===== src/olre_pkg.sv =====
// shared types and constants of the ordered record list engine
package olre_pkg;

	// list capacity and the widths that follow from it
	localparam int CAPACITY = 16;
	localparam int IDX_W = (CAPACITY > 1) ? $clog2(CAPACITY) : 1;
	localparam int CNT_W = $clog2(CAPACITY + 1);

	typedef struct packed {
		logic [15:0] id;
		logic [31:0] name_code;
		logic [7:0]  age;
	} rec_t;

	localparam int REC_W = $bits(rec_t);

	typedef enum logic [2:0] {
		OP_PUSH         = 3'd0,
		OP_POP_FRONT    = 3'd1,
		OP_POP_BACK     = 3'd2,
		OP_REMOVE_AT    = 3'd3,
		OP_READ_AT      = 3'd4,
		OP_FIND         = 3'd5,
		OP_REMOVE_MATCH = 3'd6,
		OP_CLEAR        = 3'd7
	} op_t;

	typedef enum logic [1:0] {
		ST_OK      = 2'd0,
		ST_RANGE   = 2'd1,
		ST_FULL    = 2'd2,
		ST_NOMATCH = 2'd3
	} status_t;

endpackage


===== src/olre_ram.sv =====
// generic simple dual port ram with registered read
module olre_ram #(
	parameter int WIDTH = 8,
	parameter int DEPTH = 16
) (
	input  logic                                      clk,
	input  logic                                      wr_en,
	input  logic [((DEPTH > 1) ? $clog2(DEPTH) : 1)-1:0] wr_addr,
	input  logic [WIDTH-1:0]                          wr_data,
	input  logic                                      rd_en,
	input  logic [((DEPTH > 1) ? $clog2(DEPTH) : 1)-1:0] rd_addr,
	output logic [WIDTH-1:0]                          rd_data
);

	logic [WIDTH-1:0] mem_q [DEPTH];

	always_ff @(posedge clk) begin
		if (wr_en) begin
			mem_q[wr_addr] <= wr_data;
		end
		if (rd_en) begin
			rd_data <= mem_q[rd_addr];
		end
	end

endmodule


===== src/ordered_record_list_engine.sv =====
// top level of the ordered record list engine: request sequencer around the record ram
//
// The engine keeps an ordered list of up to CAPACITY records (id, name code, age) in one
// simple dual port ram, list position i at ram entry i. One request is worked at a time and
// every request gives exactly one result. Push, clear and any request rejected up front
// (full list, empty list, index out of range) go straight to the done state, which loads
// the result into the output register. Pop, read at and remove at read the selected entry.
// Find and remove match walk the list from the front, one entry per cycle through the ram
// read port. A removal then closes the gap by moving each later record one place toward
// the front, one record per cycle (read at i+1, write at i in the same pass). The
// result sits in an output register, so a new request is taken while an earlier result
// still waits on out_stall. Ram contents need no clearing: only entries below the record
// count are ever read.
module ordered_record_list_engine
	import olre_pkg::*;
(
	input  logic        clk,
	input  logic        arst_n,
	// request channel
	input  logic        in_valid,
	output logic        in_stall,
	input  logic [2:0]  opcode,
	input  logic [15:0] position,
	input  logic [15:0] rec_id,
	input  logic [31:0] rec_name_code,
	input  logic [7:0]  rec_age,
	// result channel
	output logic        out_valid,
	input  logic        out_stall,
	output logic [1:0]  status,
	output logic [15:0] out_id,
	output logic [31:0] out_name_code,
	output logic [7:0]  out_age,
	output logic [9:0]  found_index,
	output logic [10:0] entry_count
);

	typedef enum logic [1:0] {
		S_IDLE,
		S_LOOK,
		S_SHIFT,
		S_DONE
	} state_t;

	state_t            state_q;
	logic [CNT_W-1:0]  count_q;     // records held
	logic [IDX_W-1:0]  rd_idx_q;    // ram entry whose data shows on rd_data
	logic              scan_q;      // look state compares against the key
	logic              remove_q;    // taken record is dropped from the list
	rec_t              key_q;

	// result being built
	status_t           res_status_q;
	rec_t              res_rec_q;
	logic [IDX_W-1:0]  res_found_q;

	// output register
	logic              out_valid_q;

	// ram ports
	logic              wr_en;
	logic [IDX_W-1:0]  wr_addr;
	logic [REC_W-1:0]  wr_data;
	logic              rd_en;
	logic [IDX_W-1:0]  rd_addr;
	logic [REC_W-1:0]  rd_data;
	rec_t              rd_rec;

	// request decode
	logic              in_acc;
	op_t               op;
	rec_t              in_rec;
	logic              req_look;
	logic              req_scan;
	logic              req_remove;
	status_t           req_status;
	logic [IDX_W-1:0]  req_sel;
	logic              is_full;
	logic              is_empty;
	logic              pos_ok;

	// walk control
	logic [CNT_W-1:0]  nxt_idx;
	logic              more;
	logic              hit;
	logic              out_free;

	assign in_stall = (state_q != S_IDLE);
	assign in_acc   = in_valid && !in_stall;
	assign op       = op_t'(opcode);
	assign in_rec   = '{id: rec_id, name_code: rec_name_code, age: rec_age};
	assign rd_rec   = rec_t'(rd_data);

	assign is_full  = (count_q == CNT_W'(CAPACITY));
	assign is_empty = (count_q == '0);
	assign pos_ok   = (position < 16'(count_q));

	assign nxt_idx  = CNT_W'(rd_idx_q) + CNT_W'(1);
	assign more     = (nxt_idx < count_q);
	// a direct select always hits, a scan hits on an exact three-field match
	assign hit      = !scan_q || (rd_rec == key_q);
	assign out_free = !out_valid_q || !out_stall;

	// decide up front what the request needs
	always_comb begin
		req_look   = 1'b0;
		req_scan   = 1'b0;
		req_remove = 1'b0;
		req_status = ST_OK;
		req_sel    = '0;
		unique case (op)
			OP_PUSH: begin
				if (is_full) begin
					req_status = ST_FULL;
				end
			end
			OP_POP_FRONT, OP_POP_BACK: begin
				if (is_empty) begin
					req_status = ST_RANGE;
				end else begin
					req_look   = 1'b1;
					req_remove = 1'b1;
					if (op == OP_POP_BACK) begin
						req_sel = IDX_W'(count_q - CNT_W'(1));
					end
				end
			end
			OP_REMOVE_AT, OP_READ_AT: begin
				if (!pos_ok) begin
					req_status = ST_RANGE;
				end else begin
					req_look   = 1'b1;
					req_remove = (op == OP_REMOVE_AT);
					req_sel    = position[IDX_W-1:0];
				end
			end
			OP_FIND, OP_REMOVE_MATCH: begin
				if (is_empty) begin
					req_status = ST_NOMATCH;
				end else begin
					req_look   = 1'b1;
					req_scan   = 1'b1;
					req_remove = (op == OP_REMOVE_MATCH);
				end
			end
			OP_CLEAR: begin
			end
			default: begin
			end
		endcase
	end

	// ram port steering
	always_comb begin
		wr_en   = 1'b0;
		wr_addr = count_q[IDX_W-1:0];
		wr_data = in_rec;
		rd_en   = 1'b0;
		rd_addr = nxt_idx[IDX_W-1:0];
		unique case (state_q)
			S_IDLE: begin
				if (in_acc) begin
					wr_en   = (op == OP_PUSH) && !is_full;
					rd_en   = req_look;
					rd_addr = req_sel;
				end
			end
			S_LOOK: begin
				// next entry is fetched ahead, used by the scan or by the shift
				rd_en = more;
			end
			S_SHIFT: begin
				wr_en   = 1'b1;
				wr_addr = rd_idx_q - IDX_W'(1);
				wr_data = rd_data;
				rd_en   = more;
			end
			S_DONE: begin
			end
			default: begin
			end
		endcase
	end

	olre_ram #(
		.WIDTH(REC_W),
		.DEPTH(CAPACITY)
	) u_ram (
		.clk    (clk),
		.wr_en  (wr_en),
		.wr_addr(wr_addr),
		.wr_data(wr_data),
		.rd_en  (rd_en),
		.rd_addr(rd_addr),
		.rd_data(rd_data)
	);

	always_ff @(posedge clk or negedge arst_n) begin
		if (!arst_n) begin
			state_q       <= S_IDLE;
			count_q       <= '0;
			out_valid_q   <= 1'b0;
			rd_idx_q      <= '0;
			scan_q        <= 1'b0;
			remove_q      <= 1'b0;
			res_status_q  <= ST_OK;
			res_rec_q     <= '0;
			res_found_q   <= '0;
			key_q         <= '0;
			status        <= ST_OK;
			out_id        <= '0;
			out_name_code <= '0;
			out_age       <= '0;
			found_index   <= '0;
			entry_count   <= '0;
		end else begin
			// a finished result is loaded, or the waiting one is taken downstream
			if (state_q == S_DONE && out_free) begin
				out_valid_q <= 1'b1;
			end else if (out_valid_q && !out_stall) begin
				out_valid_q <= 1'b0;
			end
			unique case (state_q)
				S_IDLE: begin
					if (in_acc) begin
						res_status_q <= req_status;
						res_rec_q    <= '0;
						res_found_q  <= '0;
						key_q        <= in_rec;
						scan_q       <= req_scan;
						remove_q     <= req_remove;
						rd_idx_q     <= req_sel;
						if (op == OP_PUSH && !is_full) begin
							count_q <= count_q + CNT_W'(1);
						end
						if (op == OP_CLEAR) begin
							count_q <= '0;
						end
						state_q <= req_look ? S_LOOK : S_DONE;
					end
				end
				S_LOOK: begin
					if (hit) begin
						res_rec_q <= rd_rec;
						if (scan_q) begin
							res_found_q <= rd_idx_q;
						end
						if (remove_q && more) begin
							rd_idx_q <= nxt_idx[IDX_W-1:0];
							state_q  <= S_SHIFT;
						end else begin
							if (remove_q) begin
								count_q <= count_q - CNT_W'(1);
							end
							state_q <= S_DONE;
						end
					end else if (more) begin
						rd_idx_q <= nxt_idx[IDX_W-1:0];
					end else begin
						res_status_q <= ST_NOMATCH;
						state_q      <= S_DONE;
					end
				end
				S_SHIFT: begin
					if (more) begin
						rd_idx_q <= nxt_idx[IDX_W-1:0];
					end else begin
						count_q <= count_q - CNT_W'(1);
						state_q <= S_DONE;
					end
				end
				S_DONE: begin
					if (out_free) begin
						status        <= res_status_q;
						out_id        <= res_rec_q.id;
						out_name_code <= res_rec_q.name_code;
						out_age       <= res_rec_q.age;
						found_index   <= 10'(res_found_q);
						entry_count   <= 11'(count_q);
						state_q       <= S_IDLE;
					end
				end
				default: begin
					state_q <= S_IDLE;
				end
			endcase
		end
	end

	assign out_valid = out_valid_q;

`ifndef SYNTHESIS
	a_count_range: assert property (@(posedge clk) disable iff (!arst_n)
		count_q <= CNT_W'(CAPACITY))
		else $error("record count above capacity");

	a_shift_in_list: assert property (@(posedge clk) disable iff (!arst_n)
		(state_q == S_SHIFT) |-> (rd_idx_q != '0) && (CNT_W'(rd_idx_q) < count_q))
		else $error("shift touches an entry outside the list");

	a_clear_empties: assert property (@(posedge clk) disable iff (!arst_n)
		(in_acc && op == OP_CLEAR) |=> (count_q == '0))
		else $error("clear left records behind");

	a_full_push_holds: assert property (@(posedge clk) disable iff (!arst_n)
		(in_acc && op == OP_PUSH && is_full) |=> (count_q == CNT_W'(CAPACITY)) && !wr_en)
		else $error("push onto a full list changed the list");
`endif

endmodule


===== config.mk =====
export PLATFORM = sky130hd
export DESIGN_NAME = ordered_record_list_engine
export DESIGN_NICKNAME = d
export VERILOG_FILES = /design/src/olre_pkg.sv /design/src/olre_ram.sv /design/src/ordered_record_list_engine.sv
export SDC_FILE = /design/constraint.sdc
export NUM_CORES = 2
export LEC_CHECK = 0
export BUFFER_PORTS_ARGS = -buffer_cell sky130_fd_sc_hd__buf_2
export CAP_MARGIN = 30
export CORE_ASPECT_RATIO = 0.6
export CORE_MARGIN = 1.5
export CORE_UTILIZATION = 45
export DETAILED_ROUTE_END_ITERATION = 10
export PLACE_DENSITY = 0.69
export SLEW_MARGIN = 30
export SYNTH_ARGS = -nofsm -noshare
export SYNTH_HDL_FRONTEND = slang
export SYNTH_SLANG_ARGS = --single-unit

===== constraint.sdc =====
create_clock -name clk -period 11.7 [get_ports clk]
set_clock_uncertainty 0.2 [all_clocks]
set_input_delay 2.34 -clock clk [delete_from_list [all_inputs] [get_ports clk]]
set_output_delay 2.34 -clock clk [all_outputs]
set_load 0.1 [all_outputs]

==> metrics <==
H-tree levels=3; achievable clock frequency=between 100 and 150 MHz; required time at the worst-slack endpoint=11,930 ps; Avg Cell Area, Syn=14.8 um2; final non-filler cell area=between 0.05 and 0.06 mm2; number of enable-type register cells in the synthesized netlist=around 950; commonest non-fill, non-tap cell in the layout=sky130_fd_sc_hd__edfxtp_1; HP Class=flop to flop; power density over cell area=290 mW/mm2; nature of the critical path endpoint=flop; final hold viol count=0; maximum number of pins on one net before global-route repair=approximately 160; average wire per cell in the routed design=about 27 um; post-cts sizing count=0; area after detailed placement=~0.049 mm2; met1 WL=~57 mm; overall routing resource usage=between 20% and 30%; R2R Setup Slk=between 5000 and 6000 ps; number of nets with antenna violations after detailed routing=0; sequential fraction of the synthesis area=a little under three quarters; Mapped Area=about 0.047 mm2; area of the multi-input gates=0.0128 mm2; Max Cap Viol=0; floorplan row count=91; net total in the final layout=3,374; clock buffer depth=3; total of hold buffers inserted after clock tree synthesis=0; worst setup path endpoint=u_ram.rd_data[45]$_DFFE_PP_; Max FO, Critical Path=142; worst setup path start=position[4]; final clock period utilization by the worst path=roughly three fifths; Final setup viols=0; leakage power summed over all cells=about 19 nW; result of the run=finished, final reports clean; initial antenna violation count=8; Critical Path Start Type=input pin; clock input transition at the sequential cells of the worst setup and hold paths=~60 ps; Initial Utilization=45.7%; clock sink count=1,151; commonest cells after routing, fill and taps aside=sky130_fd_sc_hd__edfxtp_1 (952), sky130_fd_sc_hd__nand2_1 (428), sky130_fd_sc_hd__a211oi_1 (347); Tightest Pin Transition=between 1000 and 1500 ps; cell type with the largest total area after synthesis=sky130_fd_sc_hd__edfxtp_1; Post-DP HPWL=72.8 mm; Worst R2R Start=count_q[2]$_DFFE_PN0P_; total DRC errors in the routed layout=0; Yosys reg bits=roughly 1,200; number of DRC markers after the initial detailed-route iteration=about 4,300; clock buffers created by TritonCTS=between 100 and 150; Area contributors post-synth=sky130_fd_sc_hd__edfxtp_1 (60%), sky130_fd_sc_hd__dfrtp_1 (11%), sky130_fd_sc_hd__a211oi_1 (5.5%); number of global-route vias before repair=about 27,000; count of synthesis-stage warnings from yosys=0; overall via count from detail_route=~29,000; latest clock arrival within the worst-skew pair=roughly 700 ps; Cells after Synth=between 3,000 and 4,000; vertical die dimension=254 um; Area Growth Syn to Fin=12.1%; final estimated routing congestion in global placement=between 0.8 and 0.9; Placeable Area=a little over 0.1 mm2; maximum resistive drop on vdd=between 200 and 300 uV; topmost layer with routed signal wires=met5; TritonCTS clock tree=built; sum of negative setup slack=0 ps; Met2 Routed Length=~56 mm; endpoint of the lowest-slack register-to-register path=u_ram.rd_data[45]$_DFFE_PP_; met3 routed wirelength=around 15 mm; depth of the most critical reg-to-reg path=11; FF/Latch Area=0.0336 mm2; start-to-end type of the worst setup path=input pin to flop; count of filler cells inserted in the layout=approximately 8,600; aggregate routed wire length=between 100 and 150 mm; Arrival @ worst endpoint=slightly above 7000 ps; Max-Slew Margin vs Limit=a little under a third; count of input and output buffers=147; number of search-and-repair iterations in the first detailed-routing pass=5; die boundary width=between 400 and 500 um; setup repair after global routing missed its margin=false; setup fix buffers added after clock tree synthesis=0; top-level port count=160; aggregate global routing overflow=0; count of final max-slew check failures=0; fraction of post-synthesis cell area in the top cell type by area=60.5%; Top FF cell, synth=sky130_fd_sc_hd__edfxtp_1; global-route wire length before repair=between 150 and 200 mm; die footprint=~0.11 mm2; root buffer selected by CTS=sky130_fd_sc_hd__clkbuf_16; fraction of layout instances using a drive strength above 1=around 17%; post-synthesis cell type count=65; average via count per standard cell=6.10; fin crit period=6970 ps; fraction of registers with async set or reset after synthesis=about 17%
layer usage:
layer / global-route usage, % / vias to the layer above
li1: - / 12500
met3: 6.98 / 190
met5: 0 / -
met2: 35.0 / 1592
met1: 36.0 / 14700
met4: 5.28 / 2
state kept, by name (all words and copies together) (netlist names):
name / count
u_ram.mem_q: 896
key_q: 56
res_rec_q: 56
u_ram.rd_data: 56
out_name_code: 32
out_id: 16
out_age: 8
count_q: 5
entry_count: 5
found_index: 4
rd_idx_q: 4
res_found_q: 4
res_status_q: 2
state_q: 2
status: 2
out_valid: 1
remove_q: 1
scan_q: 1
synth_stat cells, drive strengths merged (58+ instances only):
library cell / count
mux2: 124
edfxtp: 952
a211oi: 394
nand2: 430
clkbuf: 162
o21ai: 75
xnor2: 60
a311oi: 58
dfrtp: 199
mux2i: 173
and3: 226
buf: 86
power by group:
part	switching (W)	internal, W
sequential	0.000467	0.00573
clock	0.00152	0.00199
combinational	0.00403	0.00161
per-stage QoR:
step	hold slack, ps	power, W	util [%]	cells	setup slack [ps]
floorplan	244	0.00986	-	3213	5010
global placement	259	0.0117	47.7	4558	4150
CTS	282	0.0153	51.2	4757	4790
detailed placement	268	0.0118	47.9	4563	4060
finish	277	0.0153	51.3	4762	4730
global route	302	0.0159	51.3	4759	4520
area by class of cell:
cell class,instances,area share (%)
well taps,1395,3.29
flip-flops and latches,1151,63.3
clock inverters,55,1.02
diodes,4,0.0189
repair buffers,204,2.51
inverters,23,0.163
clock buffers,139,5.55
multi-input cells,1791,24.1
worst min path at each step:
stage                                 to  cells past startpoint  slack, ps                 startpoint
3_5_place_dp   res_rec_q[53]$_DFFE_PN0P_                      2        270  res_rec_q[53]$_DFFE_PN0P_
5_1_grt        res_rec_q[50]$_DFFE_PN0P_                      2        300  res_rec_q[50]$_DFFE_PN0P_
3_3_place_gp    res_rec_q[2]$_DFFE_PN0P_                      2        260   res_rec_q[2]$_DFFE_PN0P_
2_1_floorplan   res_rec_q[0]$_DFFE_PN0P_                      2        240   res_rec_q[0]$_DFFE_PN0P_
6_report       res_rec_q[53]$_DFFE_PN0P_                      2        280  res_rec_q[53]$_DFFE_PN0P_
4_1_cts        res_rec_q[11]$_DFFE_PN0P_                      2        280  res_rec_q[11]$_DFFE_PN0P_
critical path: stages:
cell and delay, ps:
sky130_fd_sc_hd__buf_2 100, sky130_fd_sc_hd__ha_1 190, sky130_fd_sc_hd__nor4_1 330, sky130_fd_sc_hd__nand3_1 230, sky130_fd_sc_hd__a311o_2 430, sky130_fd_sc_hd__buf_4 240, sky130_fd_sc_hd__nand2_4 670, sky130_fd_sc_hd__buf_12 700
sky130_fd_sc_hd__buf_4 830, sky130_fd_sc_hd__mux2i_1 310, sky130_fd_sc_hd__a211oi_1 100, sky130_fd_sc_hd__or4_1 550
kinds of logic after synthesis:
group | count (synthesis) | share of synthesized area [%]
other | 1 | 0.00793
adders and majority gates | 20 | 0.530
and+or+nand+nor | 806 | 8.34
xor gates and xnor gates | 62 | 1.15
muxes | 297 | 6.63
buffers and inverters | 271 | 2.58
AOI/OAI and AO/OA | 594 | 9.74
DFF | 1151 | 71.0
No activity file was read; power rests on OpenSTA's default activity.
